## src/rch_pkg.sv

```systemverilog
// Package for the windowed colour histogram: types, codes and constants.
`default_nettype none

package rch_pkg;

	localparam int BINS_DEF       = 256;
	localparam int COUNT_BITS_DEF = 20;
	localparam int CFG_W          = 10;
	localparam int CFG_IDX_W      = 3;
	localparam int QUEUE_DEPTH    = 4;
	localparam int OUT_COUNT_W    = 20;
	localparam int NORM_W         = 17;
	localparam int FRAC_BITS      = 16;
	localparam int DIV_W          = 2 * CFG_W;
	localparam int OUT_COUNT_MAX  = (1 << OUT_COUNT_W) - 1;

	localparam logic [CFG_W-1:0] FRAME_WIDTH_RST   = 10'd320;
	localparam logic [CFG_W-1:0] FRAME_HEIGHT_RST  = 10'd240;
	localparam logic [CFG_W-1:0] CENTER_X_RST      = 10'd160;
	localparam logic [CFG_W-1:0] CENTER_Y_RST      = 10'd120;
	localparam logic [CFG_W-1:0] WINDOW_WIDTH_RST  = 10'd80;
	localparam logic [CFG_W-1:0] WINDOW_HEIGHT_RST = 10'd60;

	typedef enum logic [1:0] {
		OP_CLEAR = 2'd0,
		OP_PIXEL = 2'd1,
		OP_READ  = 2'd2
	} opcode_t;

	typedef enum logic [CFG_IDX_W-1:0] {
		REG_FRAME_WIDTH   = 3'd0,
		REG_FRAME_HEIGHT  = 3'd1,
		REG_CENTER_X      = 3'd2,
		REG_CENTER_Y      = 3'd3,
		REG_WINDOW_WIDTH  = 3'd4,
		REG_WINDOW_HEIGHT = 3'd5
	} cfg_index_t;

	typedef enum logic [1:0] {
		TASK_CLEAR = 2'd0,
		TASK_BUMP  = 2'd1,
		TASK_READ  = 2'd2
	} task_t;

	typedef enum logic [2:0] {
		BK_CLEAR  = 3'd0,
		BK_IDLE   = 3'd1,
		BK_FETCH  = 3'd2,
		BK_DIVIDE = 3'd3,
		BK_RESULT = 3'd4
	} back_state_t;

	typedef struct packed {
		logic [1:0] opcode;
		logic [7:0] red;
		logic [7:0] green;
		logic [7:0] blue;
		logic [1:0] channel_select;
		logic [7:0] bin_select;
	} cmd_t;

	typedef struct packed {
		logic [OUT_COUNT_W-1:0] bin_count;
		logic [NORM_W-1:0]      bin_normalised;
		logic                   divide_error;
	} rsp_t;

	typedef struct packed {
		logic [CFG_W-1:0] frame_width;
		logic [CFG_W-1:0] frame_height;
		logic [CFG_W-1:0] center_x;
		logic [CFG_W-1:0] center_y;
		logic [CFG_W-1:0] window_width;
		logic [CFG_W-1:0] window_height;
	} cfg_t;

	typedef struct packed {
		task_t      kind;
		logic [7:0] red;
		logic [7:0] green;
		logic [7:0] blue;
		logic [1:0] channel_select;
		logic [7:0] bin_select;
	} work_t;

endpackage

`default_nettype wire

```

## src/rch_front.sv

```systemverilog
// Front end: takes commands, tracks the raster position and tests the window.
`default_nettype none

module rch_front (
	input  wire             clk,
	input  wire             arst_n,
	input  wire             cmd_valid,
	output logic            cmd_stall,
	input  rch_pkg::cmd_t   cmd,
	input  rch_pkg::cfg_t   cfg,
	input  wire             q_full,
	input  wire             init,
	output logic            push,
	output rch_pkg::work_t  push_work
);
	import rch_pkg::*;

	logic [CFG_W-1:0]   col_q;
	logic [CFG_W-1:0]   row_q;
	logic               seen_q;
	logic               accept;
	logic               in_frame;
	logic               line_end;
	logic               hit;
	logic signed [11:0] row_s, col_s, lo, hi, left, right;

	assign cmd_stall = q_full || init;
	assign accept    = cmd_valid && !cmd_stall;

	assign row_s = signed'({2'b00, row_q});
	assign col_s = signed'({2'b00, col_q});
	assign lo    = signed'({2'b00, cfg.center_y} - {3'b000, cfg.window_height[CFG_W-1:1]});
	assign hi    = signed'({2'b00, cfg.center_y} + {3'b000, cfg.window_height[CFG_W-1:1]});
	assign left  = signed'({2'b00, cfg.center_x} - {3'b000, cfg.window_width[CFG_W-1:1]});
	assign right = signed'({2'b00, cfg.center_x} + {3'b000, cfg.window_width[CFG_W-1:1]});

	assign in_frame = row_q < cfg.frame_height;
	assign line_end = ({1'b0, col_q} + 11'd1) >= {1'b0, cfg.frame_width};
	assign hit      = seen_q && (row_s >= lo) && (row_s < hi) && (col_s > left) && (col_s < right);

	always_comb begin
		push                     = 1'b0;
		push_work.kind           = TASK_BUMP;
		push_work.red            = cmd.red;
		push_work.green          = cmd.green;
		push_work.blue           = cmd.blue;
		push_work.channel_select = cmd.channel_select;
		push_work.bin_select     = cmd.bin_select;
		if (accept) begin
			unique case (cmd.opcode)
				OP_CLEAR: begin
					push           = 1'b1;
					push_work.kind = TASK_CLEAR;
				end
				OP_PIXEL: begin
					push           = in_frame && hit;
					push_work.kind = TASK_BUMP;
				end
				OP_READ: begin
					push           = 1'b1;
					push_work.kind = TASK_READ;
				end
				default: push = 1'b0;
			endcase
		end
	end

	always_ff @(posedge clk or negedge arst_n) begin
		if (!arst_n) begin
			col_q  <= '0;
			row_q  <= '0;
			seen_q <= 1'b0;
		end else if (accept) begin
			if (cmd.opcode == OP_CLEAR) begin
				col_q  <= '0;
				row_q  <= '0;
				seen_q <= 1'b0;
			end else if (cmd.opcode == OP_PIXEL && in_frame) begin
				seen_q <= 1'b1;
				if (line_end) begin
					col_q <= '0;
					row_q <= row_q + 10'd1;
				end else begin
					col_q <= col_q + 10'd1;
				end
			end
		end
	end

endmodule

`default_nettype wire

```

## config.mk

```make
export PLATFORM = sky130hd
export DESIGN_NAME = rch_front
export DESIGN_NICKNAME = d
export VERILOG_FILES = /design/src/rch_pkg.sv /design/src/rch_front.sv
export SDC_FILE = /design/constraint.sdc
export NUM_CORES = 1
export LEC_CHECK = 0
export CORE_ASPECT_RATIO = 1.25
export CORE_MARGIN = 10
export CORE_UTILIZATION = 50
export CTS_BUF_LIST = sky130_fd_sc_hd__clkbuf_16
export CTS_CLUSTER_DIAMETER = 200
export DETAILED_ROUTE_END_ITERATION = 6
export DONT_BUFFER_PORTS = 1
export GPL_TIMING_DRIVEN = 0
export PLACE_DENSITY = 0.77
export RECOVER_POWER = 100
export SYNTH_ARGS = -nofsm -noshare
export SYNTH_HDL_FRONTEND = slang
export SYNTH_SLANG_ARGS = --single-unit
```

## constraint.sdc

```tcl
create_clock -name clk -period 7.5 [get_ports clk]
set_input_delay 1.125 -clock clk [delete_from_list [all_inputs] [get_ports clk]]
set_output_delay 1.125 -clock clk [all_outputs]
set_load 0.05 [all_outputs]
```

==> flow_metrics.py <==
metrics = {
    "run_status": {
        "status": "complete, but fails checks",
        "violations": "max-capacitance violations, max-slew violations",
    },
    "clocking": {
        "cts_inserted_buffers": 3,
        "clock-sinks": 21,
        "cts_buffer_depth": 2,
        "cts_resized": 0,
        "clk_pin_slew_ns": 0.06,
        "cts-root-buf": "clkbuf_16",
        "clk-insertion-delay-late_ns": 0.26,
        "cts_tree": "done",
        "post-cts-setup-buffers": 0,
        "ctsHtreeMaxLevel": 1,
        "hold_buffers": 0,
    },
    "route": {
        "drc": 0,
        "drt_pre_antenna_iters": 5,
        "routed_via_density": 5.762,
        "finalWirelength_microns": 11170,
        "wl_per_cell_microns": 16.03,
        "final_antenna_net_count": 0,
        "via_count": 4016,
        "drt_iter0_drc": 192,
    },
    "worst_setup_path": {
        "slowest_delay_ns": 1.32,
        "critPathMaxFanout": 3,
        "worst_setup_path_start_kind": "input port",
        "critical_path.most_common_cell": "a21oi_1",
        "slowest_stage": "o31ai_1",
        "crit_chain": "inv_1 > ha_1 > inv_1 > fa_1 > a21oi_1 > o21ai_0 > o311a_1 > o21a_1 > nor2_1 > xor2_1 > ha_1 > a21oi_1 > o22ai_1 > nor4_1 > nor4_1 > a21oi_1 > o31ai_1",
        "endpoint_kind": "output pin",
        "arrival_ns": 5.29,
        "crit_required_ns": 6.38,
        "cp_top_family": "compound AO/OA/AOI/OAI gates",
        "crit_type": "in -> out",
        "worst-path-buf-inv": 2,
    },
    "worst_hold_path": {
        "worstHoldPathType": "reg -> reg",
    },
    "synthesis": {
        "ys_async_sr_fraction_pct": 100.0,
        "synth_most_common_cell": "ha_1",
        "yosys.area_share.simple_pct": 19.27,
        "synth.cells.most_frequent": "ha_1, inv_1, a21oi_1, o21ai_0, buf_4",
        "synth_fp_nets": 773,
        "synthFlopType": "dfrtp_1",
        "synth_top_area_share_pct": 26.60,
        "ys_ff_latch": 21,
        "synth_top_family_by_area": "adder cells",
        "synthCells": 573,
        "synth-xor-area-share_pct": 6.077,
        "synth_cell_types": 61,
        "ys_seq_area_share_pct": 11.76,
        "synthTopCellsByArea": "ha_1, dfrtp_1, inv_1, buf_4, a21oi_1",
        "synth.avg_cell_area_sq_um": 7.798,
        "synth_compound_area_share_pct": 21.11,
        "synthAdderAreaFrac_pct": 28.40,
        "synth_area_leader_cell": "ha_1",
        "yosysWarningCount": 0,
        "yosys-mux-area-fraction_pct": 0.4481,
        "synth_area_sq_um": 4468,
        "synth_edf_count": 0,
    },
    "timing": {
        "fmax_mhz": 155.9,
        "hold_viol_final": 0,
        "tns_ns": 0,
        "worst_pin_slew_ns": 1.620,
        "relSlewSlack_pct": -8.905,
        "finClkSkew_ns": 0.002947,
        "fin_crit_sh_pct": 85.53,
        "grt_setup_unrepaired": "no",
        "setup_violations": 0,
        "finalMaxSlewViolations": 1,
        "period_needed_ns": 6.415,
    },
    "flow_run": {
        "max-cap-violations": 1,
    },
    "pwr": {
        "p_comb_share_pct": 57.0,
        "swShare_pct": 45.79,
        "irDropWorstVdd_mv": 0.08868,
        "p_int_w": 0.0003515,
        "p_switching_w": 0.0002969,
        "seqPwrFrac_pct": 25.3,
        "power_density_nw_per_um2": 142.9,
        "p_clk_share_pct": 17.7,
        "p_leak_nw": 2.285,
    },
    "layout": {
        "diodes": 0,
        "area_growth_pct": 1.568,
        "drive_above_1_share_pct": 2.426,
        "multi_input_area_sq_um": 3341,
        "fin_nets": 778,
        "fillers": 898,
        "design_area_sq_um": 4538,
        "seq_area_sq_um": 525.5,
    },
    "grt": {
        "antenna_found_initial": 0,
        "use_met3_pct": 2.908,
        "grt_use_met2_pct": 32.71,
        "grt_pass1_vias": 4158,
        "grt_usage_pct": 16.04,
        "busiest_layer": "met2",
        "grt_overflow_total": 0,
        "grt_first_pass_wirelength_microns": 18390,
        "grt_use_met1_pct": 15.63,
        "grt_max_degree": 22,
    },
    "floorplan": {
        "rows": 38,
        "initial_core_util_pct": 51.35,
        "pin_count": 139,
        "fp.dieW_microns": 104.6,
        "dieHeight_microns": 125.7,
        "fp.coreArea_sq_um": 8701,
        "fp.dieArea_sq_um": 13140,
    },
    "placed_design": {
        "portBuffers": 0,
        "dp_hpwl_microns": 9658,
        "gp_congestion": 0.8469,
        "place_area_sq_um": 4623,
    },
}
registers in the layout, summed over array words and instances (netlist names):
register / cells
col_q: 10
row_q: 10
seen_q: 1
layout by cell type (no fill, tap or decap), drive strengths merged, types with 8 or more instances in the layout:
cell and instances:
a21o 8, nand2b 19, o21ai 38, nor3 16
ha 95, nand3 22, clkbuf 45, o31ai 12
dfrtp 21, or4 9, nor2b 10, nor2 25
a21oi 43, xor2 14, nand2 30, xnor2 17
inv 69, and3 9
final cells by class:
class	count	share of cell area, %
Tap cell	120	3.309
Multi-Input combinational cell	437	73.61
Buffer	46	4.025
Clock buffer	3	1.654
Clock inverter	1	0.1103
Sequential cell	21	11.58
Inverter	69	5.707
routing by layer:
layer	part of all wire (%)	wire, microns
met2	55	6159
met3	6.5	721
met1	37	4119
met4	1.5	172
met5	0	0
cells by family (layout without fill, tap and decap cells):
kind of cell / count (synthesis) / after routing
multiplexers: 2 / 2
adder cells (fa/ha/maj): 99 / 99
flip-flops: 21 / 21
AO/OA/AOI/OAI: 147 / 147
XOR/XNOR: 31 / 31
buffers and inverters: 115 / 119
AND/OR/NAND/NOR: 158 / 158
final timing paths:
kind | start | endpoint | slack [ns] | depth (start not counted)
setup / recovery | cfg[30] | push | 1.09 | 17
hold / removal | seen_q | seen_q | 0.54 | 1
setup reg to reg | col_q[2] | row_q[5] | 3.56 | 14
hold reg to reg | seen_q | seen_q | 0.54 | 1
max in group asynchronous | arst_n | row_q[7] | 6.86 | 0
min in group asynchronous | arst_n | col_q[0] | 0.56 | 0
power by group through the flow:
stage          combinational (W)  sequential (W)  clock, W
3_5_place_dp            0.000383        0.000167         0
5_1_grt                 0.000426        0.000168  0.000119
3_3_place_gp            0.000362        0.000165         0
2_1_floorplan           0.000312        0.000156         0
6_report                0.000370        0.000164  0.000115
4_1_cts                 0.000386        0.000165  0.000115
per-stage QoR:
step / total power, W / setup WS, ns / hold slack, ns / util, % / instances
6_report: 0.0006484 / 1.085 / 0.5447 / 52.16 / 697
3_3_place_gp: 0.0005267 / 1.125 / 0.5391 / 53.08 / 693
3_5_place_dp: 0.0005500 / 1.523 / 0.5415 / 53.13 / 693
4_1_cts: 0.0006656 / 1.518 / 0.5550 / 54.06 / 697
2_1_floorplan: 0.0004684 / 1.639 / 0.5057 / - / 573
5_1_grt: 0.0007133 / 0.8376 / 0.5507 / 52.16 / 697
Power figures use the tool's default switching activity.
