==> src/rch_pkg.sv <==
// Package for the windowed colour histogram: types, codes and constants.
`default_nettype none

package rch_pkg;

	localparam int BINS_DEF       = 256;
	localparam int COUNT_BITS_DEF = 20;
	localparam int CFG_W          = 10;
	localparam int CFG_IDX_W      = 3;
	localparam int QUEUE_DEPTH    = 4;
	localparam int OUT_COUNT_W    = 20;
	localparam int NORM_W         = 17;
	localparam int FRAC_BITS      = 16;
	localparam int DIV_W          = 2 * CFG_W;
	localparam int OUT_COUNT_MAX  = (1 << OUT_COUNT_W) - 1;

	localparam logic [CFG_W-1:0] FRAME_WIDTH_RST   = 10'd320;
	localparam logic [CFG_W-1:0] FRAME_HEIGHT_RST  = 10'd240;
	localparam logic [CFG_W-1:0] CENTER_X_RST      = 10'd160;
	localparam logic [CFG_W-1:0] CENTER_Y_RST      = 10'd120;
	localparam logic [CFG_W-1:0] WINDOW_WIDTH_RST  = 10'd80;
	localparam logic [CFG_W-1:0] WINDOW_HEIGHT_RST = 10'd60;

	typedef enum logic [1:0] {
		OP_CLEAR = 2'd0,
		OP_PIXEL = 2'd1,
		OP_READ  = 2'd2
	} opcode_t;

	typedef enum logic [CFG_IDX_W-1:0] {
		REG_FRAME_WIDTH   = 3'd0,
		REG_FRAME_HEIGHT  = 3'd1,
		REG_CENTER_X      = 3'd2,
		REG_CENTER_Y      = 3'd3,
		REG_WINDOW_WIDTH  = 3'd4,
		REG_WINDOW_HEIGHT = 3'd5
	} cfg_index_t;

	typedef enum logic [1:0] {
		TASK_CLEAR = 2'd0,
		TASK_BUMP  = 2'd1,
		TASK_READ  = 2'd2
	} task_t;

	typedef enum logic [2:0] {
		BK_CLEAR  = 3'd0,
		BK_IDLE   = 3'd1,
		BK_FETCH  = 3'd2,
		BK_DIVIDE = 3'd3,
		BK_RESULT = 3'd4
	} back_state_t;

	typedef struct packed {
		logic [1:0] opcode;
		logic [7:0] red;
		logic [7:0] green;
		logic [7:0] blue;
		logic [1:0] channel_select;
		logic [7:0] bin_select;
	} cmd_t;

	typedef struct packed {
		logic [OUT_COUNT_W-1:0] bin_count;
		logic [NORM_W-1:0]      bin_normalised;
		logic                   divide_error;
	} rsp_t;

	typedef struct packed {
		logic [CFG_W-1:0] frame_width;
		logic [CFG_W-1:0] frame_height;
		logic [CFG_W-1:0] center_x;
		logic [CFG_W-1:0] center_y;
		logic [CFG_W-1:0] window_width;
		logic [CFG_W-1:0] window_height;
	} cfg_t;

	typedef struct packed {
		task_t      kind;
		logic [7:0] red;
		logic [7:0] green;
		logic [7:0] blue;
		logic [1:0] channel_select;
		logic [7:0] bin_select;
	} work_t;

endpackage

`default_nettype wire

==> src/rch_queue.sv <==
// Short queue of classified work between the front and back ends.
`default_nettype none

module rch_queue (
	input  wire             clk,
	input  wire             arst_n,
	input  wire             push,
	input  rch_pkg::work_t  push_data,
	input  wire             pop,
	output rch_pkg::work_t  head,
	output logic            full,
	output logic            empty
);
	import rch_pkg::*;

	localparam int PW = $clog2(QUEUE_DEPTH);

	work_t       entry_q [QUEUE_DEPTH];
	logic [PW-1:0] wr_ptr_q;
	logic [PW-1:0] rd_ptr_q;
	logic [PW:0]   fill_q;
	logic          do_push;
	logic          do_pop;

	assign full    = fill_q == (PW + 1)'(QUEUE_DEPTH);
	assign empty   = fill_q == '0;
	assign do_push = push && !full;
	assign do_pop  = pop && !empty;
	assign head    = entry_q[rd_ptr_q];

	always_ff @(posedge clk) begin
		if (do_push) begin
			entry_q[wr_ptr_q] <= push_data;
		end
	end

	always_ff @(posedge clk or negedge arst_n) begin
		if (!arst_n) begin
			wr_ptr_q <= '0;
			rd_ptr_q <= '0;
			fill_q   <= '0;
		end else begin
			if (do_push) begin
				wr_ptr_q <= wr_ptr_q + PW'(1);
			end
			if (do_pop) begin
				rd_ptr_q <= rd_ptr_q + PW'(1);
			end
			if (do_push && !do_pop) begin
				fill_q <= fill_q + (PW + 1)'(1);
			end else if (do_pop && !do_push) begin
				fill_q <= fill_q - (PW + 1)'(1);
			end
		end
	end

endmodule

`default_nettype wire

==> config.mk <==
export PLATFORM = sky130hd
export DESIGN_NAME = rch_queue
export DESIGN_NICKNAME = d
export VERILOG_FILES = /design/src/rch_pkg.sv /design/src/rch_queue.sv
export SDC_FILE = /design/constraint.sdc
export NUM_CORES = 1
export LEC_CHECK = 0
export ABC_AREA = 1
export BUFFER_PORTS_ARGS = -buffer_cell sky130_fd_sc_hd__buf_2
export CAP_MARGIN = 10
export CORE_UTILIZATION = 45
export CTS_CLUSTER_DIAMETER = 50
export DETAILED_ROUTE_END_ITERATION = 16
export MAX_ROUTING_LAYER = met4
export PLACE_DENSITY = 0.74
export SLEW_MARGIN = 25
export SYNTH_ARGS = -nofsm -noshare
export SYNTH_HDL_FRONTEND = slang
export SYNTH_SLANG_ARGS = --single-unit
==> constraint.sdc <==
create_clock -name clk -period 4.71 [get_ports clk]
set_clock_uncertainty 0.05 [all_clocks]
set_input_delay 0.7065 -clock clk [delete_from_list [all_inputs] [get_ports clk]]
set_output_delay 0.7065 -clock clk [all_outputs]
set_load 0.01 [all_outputs]
==> results.py, run 1 <==
metrics = {
    "floorplan": {
        "ios": 78,
        "fp.coreArea_um2": 13400,
        "row_count": 42,
        "die_h_um": 119.8,
        "start_util": 0.4656,
        "die-width_um": 119.8,
        "die_area_um2": 14340,
    },
    "yosys": {
        "ys.flop_type": "edfxtp_1",
        "syn_inst": 481,
        "yosysTopAreaCell": "edfxtp_1",
        "syn-num-nets": 527,
        "synth_top_family_by_area": "buffers and inverters",
        "seq_area_frac_synth": 0.7211,
        "syn_avg_cell_area_um2": 12.97,
        "synthTopCellsByArea": "edfxtp_1, o211ai_1, nand2_1",
        "synth_compound_area_frac": 0.08743,
        "synthSimpleGateAreaFrac": 0.08482,
        "synth.top_cell.area_share": 0.6930,
        "synth_edf_count": 144,
        "synth_xor_area_frac": 0.001404,
        "yosys_warnings": 0,
        "netlist_top_cells_count": "edfxtp_1, nand2_1, inv_1, o211ai_1, buf_6",
        "yosysMostFrequentCell": "edfxtp_1",
        "synth-async-reset-ratio": 0.04636,
        "synth_area_um2": 6240,
        "synthAdderAreaFrac": 0.01323,
        "ys_ff_latch": 151,
        "synth.distinct_cells": 18,
        "muxShareOfSynthArea": 0,
    },
    "sta": {
        "setup_viol": 0,
        "holdWs_ns": 0.07335,
        "fin_setup_tns_ns": 0,
        "fmax_ghz": 0.3079,
        "layout_min_cycle_time_ns": 3.247,
        "worst_pin_slew_ns": 0.9624,
        "fin_crit_sh": 0.6895,
        "rsz0062_at_grt": "false",
        "fin_ws_ns": 1.463,
        "slew_headroom": 0.3584,
        "slew_viol_final": 0,
        "finalHoldViolCount": 0,
    },
    "global_routing": {
        "grt_usage": 0.1714,
        "grt_max_degree": 108,
        "grt_overflow": 0,
        "grt_pass1_vias": 3551,
        "grt_pass1_wl_mm": 17.95,
        "antenna_found_initial": 3,
    },
    "power": {
        "p_comb_frac": 0.306,
        "cell_internal_pwr_mw": 3.086,
        "clock_power_share": 0.285,
        "total_power_mw": 4.647,
        "power.switching_mw": 1.561,
        "powerDensity_nw_per_um2": 636.2,
        "ir_drop_mv": 0.3372,
        "p_sw_frac": 0.3358,
        "leakagePower_nw": 3.006,
        "seqPwrFrac": 0.409,
    },
    "clocking": {
        "clock_latency_ns": 0.41,
        "cts_tree": "yes",
        "ctsHoldBuffers": 0,
        "cts_sinks": 151,
        "cts_buffers": 17,
        "cts_buffer_depth": 2,
        "h-tree-depth": 4,
        "cts_setup_buffers": 0,
        "root_buffer": "clkbuf_16",
        "cts.clk_slew.worst_paths_ns": 0.06,
        "cts-resized-gates": 0,
    },
    "routing": {
        "top_layer": "met4",
        "viasPerCell": 4.876,
        "wl_met2_mm": 5.540,
        "drt-met1-wl_mm": 4.974,
        "drc": 0,
        "avgRoutedWirePerCell_um": 14.99,
        "firstDrtPassIters": 4,
        "wl_met3_um": 620,
        "wl_mm": 11.26,
        "drtIter0Drc": 204,
        "routed-via-count": 3662,
        "ant_nets": 0,
    },
    "cells_and_area": {
        "nets": 605,
        "layout-drive-gt1-share": 0.2080,
        "syn_to_final_growth_pct": 17.06,
    },
    "setup_path": {
        "reg2reg_to": "fill_q[1]",
        "r2r_slack_ns": 2.46,
        "critPathCaptureType": "output port",
        "critPathLaunchType": "register",
        "critPathArrivalTime_ns": 2.49,
        "critPathMaxFanout": 107,
        "worstPathRequired_ns": 3.95,
        "ff2ff_path_depth": 9,
        "setup.worst_path.class": "reg2out",
        "r2r-start": "fill_q[0]",
    },
    "placed_design": {
        "post-dp-hpwl_mm": 7.161,
        "dpl_worst_slack_ns": 1.877,
        "gp_congestion": 0.7407,
        "portBuffers": 77,
    },
    "min_path": {
        "hp-class": "in2async",
    },
    "run": {
        "cap_violations": 0,
    },
    "run_status": {
        "run_status": "completed",
    },
}
[worst max path at each step]
stage,startpoint,endpoint,slack (ns),cells past startpoint
3_5_place_dp,rd_ptr_q[0],head[29],1.88,6
6_report,rd_ptr_q[0],head[29],1.46,6
4_1_cts,rd_ptr_q[0],head[29],1.43,6
3_3_place_gp,rd_ptr_q[0],head[30],1.98,6
2_1_floorplan,push,entry_q[0][0],1.86,2
5_1_grt,rd_ptr_q[0],head[29],1.26,6
[metal layers]
metal / global-route usage / vias to the layer above
li1: - / 1827
met4: 0.05156 / 0
met2: 0.2724 / 80
met3: 0.05228 / 12
met5: - / -
met1: 0.2118 / 1743
[flip-flops by register name (all words and copies together), names as in the netlist]
name and count:
fill_q 3, wr_ptr_q 2, entry_q 144, rd_ptr_q 2
[cell usage in the layout (no fill, tap or decap), types with 2 or more instances in the layout]
master and count:
clkbuf_16 17, nand3_1 7, edfxtp_1 144, inv_1 87
buf_2 77, buf_4 3, ha_1 5, dfrtp_1 6
bufinv_16 3, clkinvlp_4 3, clkinv_2 5, nand2_1 126
nor2_4 4, o211ai_1 72, clkinv_4 2, diode_2 3
[cell type report]
type | count | area [um^2]
clock inverters | 14 | 158.9
well taps | 176 | 220.2
clock buffers | 18 | 429.2
multi-input cells | 218 | 1196
repair buffers | 82 | 455.4
flip-flops and latches | 151 | 4501
diodes | 3 | 7.507
inverters | 89 | 336.6
fillers | 1076 | 6096
[power by group through the flow]
stage	clock network (mW)	registers, mW	logic, mW
floorplan	0	1.87	1.10
global placement	0	1.92	1.38
detailed placement	0	1.93	1.45
CTS	1.34	1.90	1.45
global route	1.40	1.93	1.59
finish	1.32	1.90	1.42
[per-stage QoR]
step,std cells,utilization,cell area (um^2)
4_1_cts,748,0.5445,7297
5_1_grt,751,0.5451,7305
2_1_floorplan,481,-,6240
6_report,751,0.5451,7305
3_5_place_dp,716,0.5007,6709
3_3_place_gp,714,0.4971,6661
[kinds of logic (layout without fill, tap and decap cells)]
kind of cell    Yosys count  count (layout)
simple gates            138             138
other cells               0               3
fa+ha+maj                 6               6
flops                   151             151
buf+inv                 112             203
xor+xnor                  1               1
compound gates           73              73
[worst max-delay path, cell delays in order, from the launching register on]
cell and delay, ns:
dfrtp_1 0.42, inv_4 0.70, buf_4 0.49, nand2_1 0.11, o211ai_1 0.11, nand2_1 0.10, buf_2 0.16
Power figures use the tool's default switching activity.
==> run 2, diff against run 1 <==
==> constraint.sdc (replaced) <==
create_clock -name clk -period 3.29 [get_ports clk]
set_clock_uncertainty 0.05 [all_clocks]
set_input_delay 0.4935 -clock clk [delete_from_list [all_inputs] [get_ports clk]]
set_output_delay 0.4935 -clock clk [all_outputs]
set_load 0.01 [all_outputs]
==> run 2 against run 1 <==
  * Flip-flop and latch count unchanged
  * Die area unchanged
  * Combinational power up 49%
  * Worst setup slack worse by 0.79 ns
  * Non-clock buffer count up 4
  * Critical path type unchanged
  * Critical endpoint is now head[27]
  * Largest cell class unchanged
==> results.py, run 2 (synthesized netlist as in run 1, its figures left out) <==
metrics = {
    "run_status": {
        "run_status": "completed",
    },
    "clocking": {
        "cts_buffer_depth": 2,
        "cts.clk_slew.worst_paths_ns": 0.06,
        "cts-resized-gates": 0,
        "cts_tree": "yes",
        "cts_buffers": 17,
        "h-tree-depth": 4,
        "root_buffer": "clkbuf_16",
        "clock_latency_ns": 0.42,
        "cts_sinks": 151,
    },
    "floorplan": {
        "die_h_um": 119.8,
        "start_util": 0.4656,
        "fp.coreArea_um2": 13400,
        "row_count": 42,
        "ios": 78,
        "die_area_um2": 14340,
        "die-width_um": 119.8,
    },
    "routing": {
        "ant_nets": 0,
        "routed-via-count": 3686,
        "drtIter0Drc": 163,
        "viasPerCell": 4.889,
        "avgRoutedWirePerCell_um": 15.24,
        "drc": 0,
        "firstDrtPassIters": 4,
        "wl_mm": 11.49,
    },
    "sta": {
        "fin_setup_tns_ns": 0,
        "worst_pin_slew_ns": 0.7537,
        "finalHoldViolCount": 0,
        "slew_viol_final": 0,
        "rsz0062_at_grt": "false",
        "slew_headroom": 0.4964,
        "setup_viol": 0,
        "fin_crit_sh": 0.7965,
        "layout_min_cycle_time_ns": 2.621,
        "fmax_ghz": 0.3816,
    },
    "cells_and_area": {
        "layout_common_cells": "edfxtp_1, nand2_1, inv_1",
        "fillCellCount": 1093,
        "layout-drive-gt1-share": 0.2083,
        "nets": 609,
        "largest_reg_flops": 144,
        "syn_to_final_growth_pct": 17.59,
        "top_regs": "entry_q (144), fill_q (3)",
        "final_common_cell": "edfxtp_1",
        "final_util": 0.5475,
        "largest_register": "entry_q",
    },
    "min_path": {
        "min_from": "push_data[30]",
        "hp-class": "in2reg",
        "whs_endpoint": "entry_q[2][30]",
        "holdPathStages": 1,
    },
    "power": {
        "p_sw_frac": 0.3336,
        "powerDensity_nw_per_um2": 921.6,
        "leakagePower_nw": 3.027,
        "p_comb_frac": 0.314,
        "cell_internal_pwr_mw": 4.506,
        "clock_power_share": 0.294,
        "seqPwrFrac": 0.392,
        "ir_drop_mv": 0.5500,
        "power.switching_mw": 2.256,
    },
    "run": {
        "cap_violations": 0,
    },
    "global_routing": {
        "grt_usage": 0.1776,
        "antenna_found_initial": 2,
        "grt_pass1_wl_mm": 18.38,
        "grt_max_degree": 61,
        "grt_pass1_vias": 3651,
        "grt_overflow": 0,
    },
    "setup_path": {
        "critPathLaunchType": "register",
        "critPathMaxFanout": 52,
        "setup.worst_path.class": "reg2out",
        "r2r-start": "fill_q[0]",
        "ff2ff_path_depth": 5,
        "critPathArrivalTime_ns": 2.08,
        "critPathCaptureType": "output port",
        "worstPathRequired_ns": 2.75,
        "r2r_slack_ns": 1.06,
        "reg2reg_to": "entry_q[2][23]",
    },
    "placed_design": {
        "portBuffers": 77,
        "post-dp-hpwl_mm": 6.980,
        "gp_congestion": 0.7523,
    },
}
## run 2: worst max-delay path by stage
stage                          end  slack (ns)   startpoint
CTS                       head[26]        0.66  rd_ptr_q[0]
detailed placement  entry_q[2][23]        1.02    fill_q[0]
floorplan            entry_q[0][0]        0.56    fill_q[0]
global route               head[1]        0.50  rd_ptr_q[0]
global placement    entry_q[2][23]        1.08    fill_q[0]
finish                    head[27]        0.67  rd_ptr_q[0]
## run 2: area by class of cell
class | count | area [um^2] | share of cell area
tap | 176 | 220.2 | 0.03001
multi-input combinational | 218 | 1196 | 0.1630
timing repair buffer | 86 | 467.9 | 0.06378
antenna | 2 | 5.005 | 0.0006821
inverter | 89 | 336.6 | 0.04587
clock inverter | 14 | 181.4 | 0.02473
sequential | 151 | 4501 | 0.6134
clock buffer | 18 | 429.2 | 0.05849
## run 2: power groups by stage
stage                     Clock, mW  Combinational, mW  Sequential (mW)
final                          1.99               2.12             2.65
after global routing           2.10               2.38             2.68
after CTS                      2.02               2.16             2.65
after detailed placement          0               2.15             2.69
after global placement            0               2.08             2.67
after floorplan                   0               1.57             2.67
## run 2: routing by layer
layer / GRT usage / share of wire
met5: - / 0
met4: 0.07266 / 0.015
met3: 0.05181 / 0.047
met2: 0.2796 / 0.48
met1: 0.2153 / 0.45
## run 2: what timing repair did
action                                 CTS  global route
setup buffers                            0             0
hold buffers                             1             0
endpoints found under the hold margin    7             0
## run 2: through the flow
| stage | hold slack [ns] | area, um^2 | total power, mW | cells | worst slack (ns) |
|---|---|---|---|---|---|
| global route | 0.2282 | 7337 | 7.163 | 754 | 0.4964 |
| CTS | 0.2238 | 7332 | 6.833 | 752 | 0.6594 |
| finish | 0.2421 | 7337 | 6.762 | 754 | 0.6694 |
| global placement | 0.2830 | 6711 | 4.753 | 719 | 1.075 |
| detailed placement | 0.2909 | 6711 | 4.836 | 719 | 1.021 |
| floorplan | 0.1479 | 6240 | 4.246 | 481 | 0.5644 |
## run 2: critical path, stage by stage (launching register included)
cell and delay, ns:
dfrtp_1 0.42, inv_4 0.39, buf_4 0.41, nand2_1 0.09
o211ai_1 0.12, nand2_1 0.08, buf_2 0.14
==> run 3, diff against run 2 <==
--- a/config.mk
+++ b/config.mk
@@ -12,7 +12,7 @@
 export CTS_CLUSTER_DIAMETER = 50
 export DETAILED_ROUTE_END_ITERATION = 16
 export MAX_ROUTING_LAYER = met4
-export PLACE_DENSITY = 0.74
+export PLACE_DENSITY = 0.77
 export SLEW_MARGIN = 25
 export SYNTH_ARGS = -nofsm -noshare
 export SYNTH_HDL_FRONTEND = slang
==> constraint.sdc (replaced) <==
create_clock -name clk -period 2.26 [get_ports clk]
set_clock_uncertainty 0.05 [all_clocks]
set_input_delay 0.339 -clock clk [delete_from_list [all_inputs] [get_ports clk]]
set_output_delay 0.339 -clock clk [all_outputs]
set_load 0.01 [all_outputs]
==> run 3 against run 2 <==
  * Critical path type unchanged
  * Final cell count grew 0.80%
  * Non-clock buffer count increased by 6
  * Critical path depth did not move
  * Largest power group unchanged
==> results.py, run 3 (synthesized netlist as in run 1, its figures left out) <==
metrics = {
    "placed_design": {
        "gp_congestion": 0.7736,
        "post-dp-hpwl_mm": 7.468,
        "dpl_worst_slack_ns": 0.3258,
        "portBuffers": 77,
    },
    "clocking": {
        "cts_setup_buffers": 0,
        "root_buffer": "clkbuf_16",
        "cts_buffers": 17,
        "cts_tree": "yes",
        "cts_sinks": 151,
        "cts_buffer_depth": 2,
        "clock_latency_ns": 0.42,
        "cts.clk_slew.worst_paths_ns": 0.06,
        "h-tree-depth": 4,
    },
    "floorplan": {
        "fp.coreArea_um2": 13400,
        "start_util": 0.4656,
        "row_count": 42,
        "ios": 78,
        "die_h_um": 119.8,
        "die_area_um2": 14340,
        "die-width_um": 119.8,
    },
    "cells_and_area": {
        "largest_reg_flops": 144,
        "layout-drive-gt1-share": 0.2148,
        "syn_to_final_growth_pct": 19.41,
        "largest_register": "entry_q",
        "nets": 615,
        "layout_common_cells": "edfxtp_1, nand2_1, inv_1",
        "top_regs": "entry_q (144), fill_q (3)",
        "final_common_cell": "edfxtp_1",
    },
    "routing": {
        "firstDrtPassIters": 4,
        "viasPerCell": 4.946,
        "avgRoutedWirePerCell_um": 15.60,
        "ant_nets": 0,
        "routed-via-count": 3759,
        "drtIter0Drc": 275,
        "drc": 0,
        "wl_mm": 11.86,
    },
    "setup_path": {
        "critPathMaxFanout": 68,
        "r2r_slack_ns": 0.24,
        "critPathLaunchType": "register",
        "worstPathRequired_ns": 1.87,
        "path_common_cell": "nand2_1",
        "critPathSlowestCell": "dfrtp_1",
        "ff2ff_path_depth": 10,
        "critPathArrivalTime_ns": 1.79,
        "r2r-start": "fill_q[0]",
        "slowest_delay_ns": 0.41,
        "crit_cells": 6,
        "critPathCaptureType": "output port",
        "crit_chain": "inv_4 > buf_12 > nand2_1 > o211ai_1 > nand2_1 > buf_2",
        "critPathCapture": "head[15]",
        "setup.worst_path.class": "reg2out",
        "worstSetupStartpoint": "rd_ptr_q[0]",
        "reg2reg_to": "fill_q[2]",
        "worst-path-buf-inv": 3,
        "crit_family": "buffers and inverters",
    },
    "global_routing": {
        "grt_pass1_wl_mm": 19.18,
        "grt_pass1_vias": 3860,
        "grt_usage": 0.1862,
        "antenna_found_initial": 2,
        "grt_overflow": 0,
        "grt_max_degree": 71,
    },
    "sta": {
        "fin_ws_ns": 0.07688,
        "fmax_ghz": 0.4581,
        "slew_viol_final": 0,
        "holdWs_ns": 0.08011,
        "finalHoldViolCount": 0,
        "fin_crit_sh": 0.9660,
        "rsz0062_at_grt": "true",
        "setup_viol": 0,
        "worst_pin_slew_ns": 0.4696,
        "fin_setup_tns_ns": 0,
        "layout_min_cycle_time_ns": 2.183,
        "slew_headroom": 0.6869,
    },
    "power": {
        "leakagePower_nw": 3.089,
        "powerDensity_nw_per_um2": 1350,
        "ir_drop_mv": 0.5695,
    },
    "run_status": {
        "run_status": "completed",
    },
    "min_path": {
        "hp-class": "in2reg",
    },
    "run": {
        "cap_violations": 0,
    },
}
run 3: cell types whose count changed in the layout (fill, tap and decap cells not counted):
cell,before,now
buf_12,1,5
inv_6,1,2
clkinv_4,1,2
clkinvlp_4,3,0
buf_4,7,8
clkinv_1,3,4
buf_16,0,1
run 3: final cells by class:
class,count,area (um^2)
fillers,1064,5949
flip-flops and latches,151,4501
multi-input cells,218,1196
repair buffers,92,583.1
clock buffers,18,429.2
inverters,89,336.6
well taps,176,220.2
clock inverters,14,180.2
diodes,2,5.005
run 3: metrics by stage:
step / cell area (um^2) / total power [mW] / instances / utilization
after detailed placement: 6819 / 7.205 / 725 / 0.5089
final: 7451 / 10.06 / 760 / 0.5560
after global routing: 7451 / 10.65 / 760 / 0.5560
after CTS: 7438 / 10.12 / 758 / 0.5551
after floorplan: 6240 / 6.181 / 481 / -
after global placement: 6819 / 7.072 / 725 / 0.5089
run 3: power breakdown:
group          total [mW]  internal [mW]  switching, mW
logic                3.31           1.16           2.15
clock network        2.89           1.83           1.06
registers            3.85           3.69          0.162
run 3: how the worst min path moves through the flow:
stage | start | end | slack, ns | depth (start not counted)
6_report | push_data[16] | entry_q[2][16] | 0.08 | 1
5_1_grt | push_data[8] | entry_q[3][8] | 0.06 | 1
4_1_cts | push_data[8] | entry_q[3][8] | 0.06 | 1
3_5_place_dp | arst_n | rd_ptr_q[0] | 0.13 | 1
3_3_place_gp | arst_n | rd_ptr_q[0] | 0.13 | 1
2_1_floorplan | arst_n | fill_q[0] | -0.007 | 0
run 3: routing by layer:
layer | part of all wire | vias up | routed length [um] | track usage
li1 | - | 1848 | - | -
met1 | 0.44 | 1797 | 5219 | 0.2164
met2 | 0.49 | 93 | 5789 | 0.2952
met3 | 0.052 | 21 | 616 | 0.06416
met4 | 0.019 | 0 | 229 | 0.07813
met5 | 0 | - | 0 | -
run 3: repair_timing:
item | 4_1_cts | 5_1_grt
hold buffers | 1 | 0
endpoints found under the hold margin | 7 | 0
gates resized for setup | 0 | 1
endpoints found under the setup margin | 0 | 1
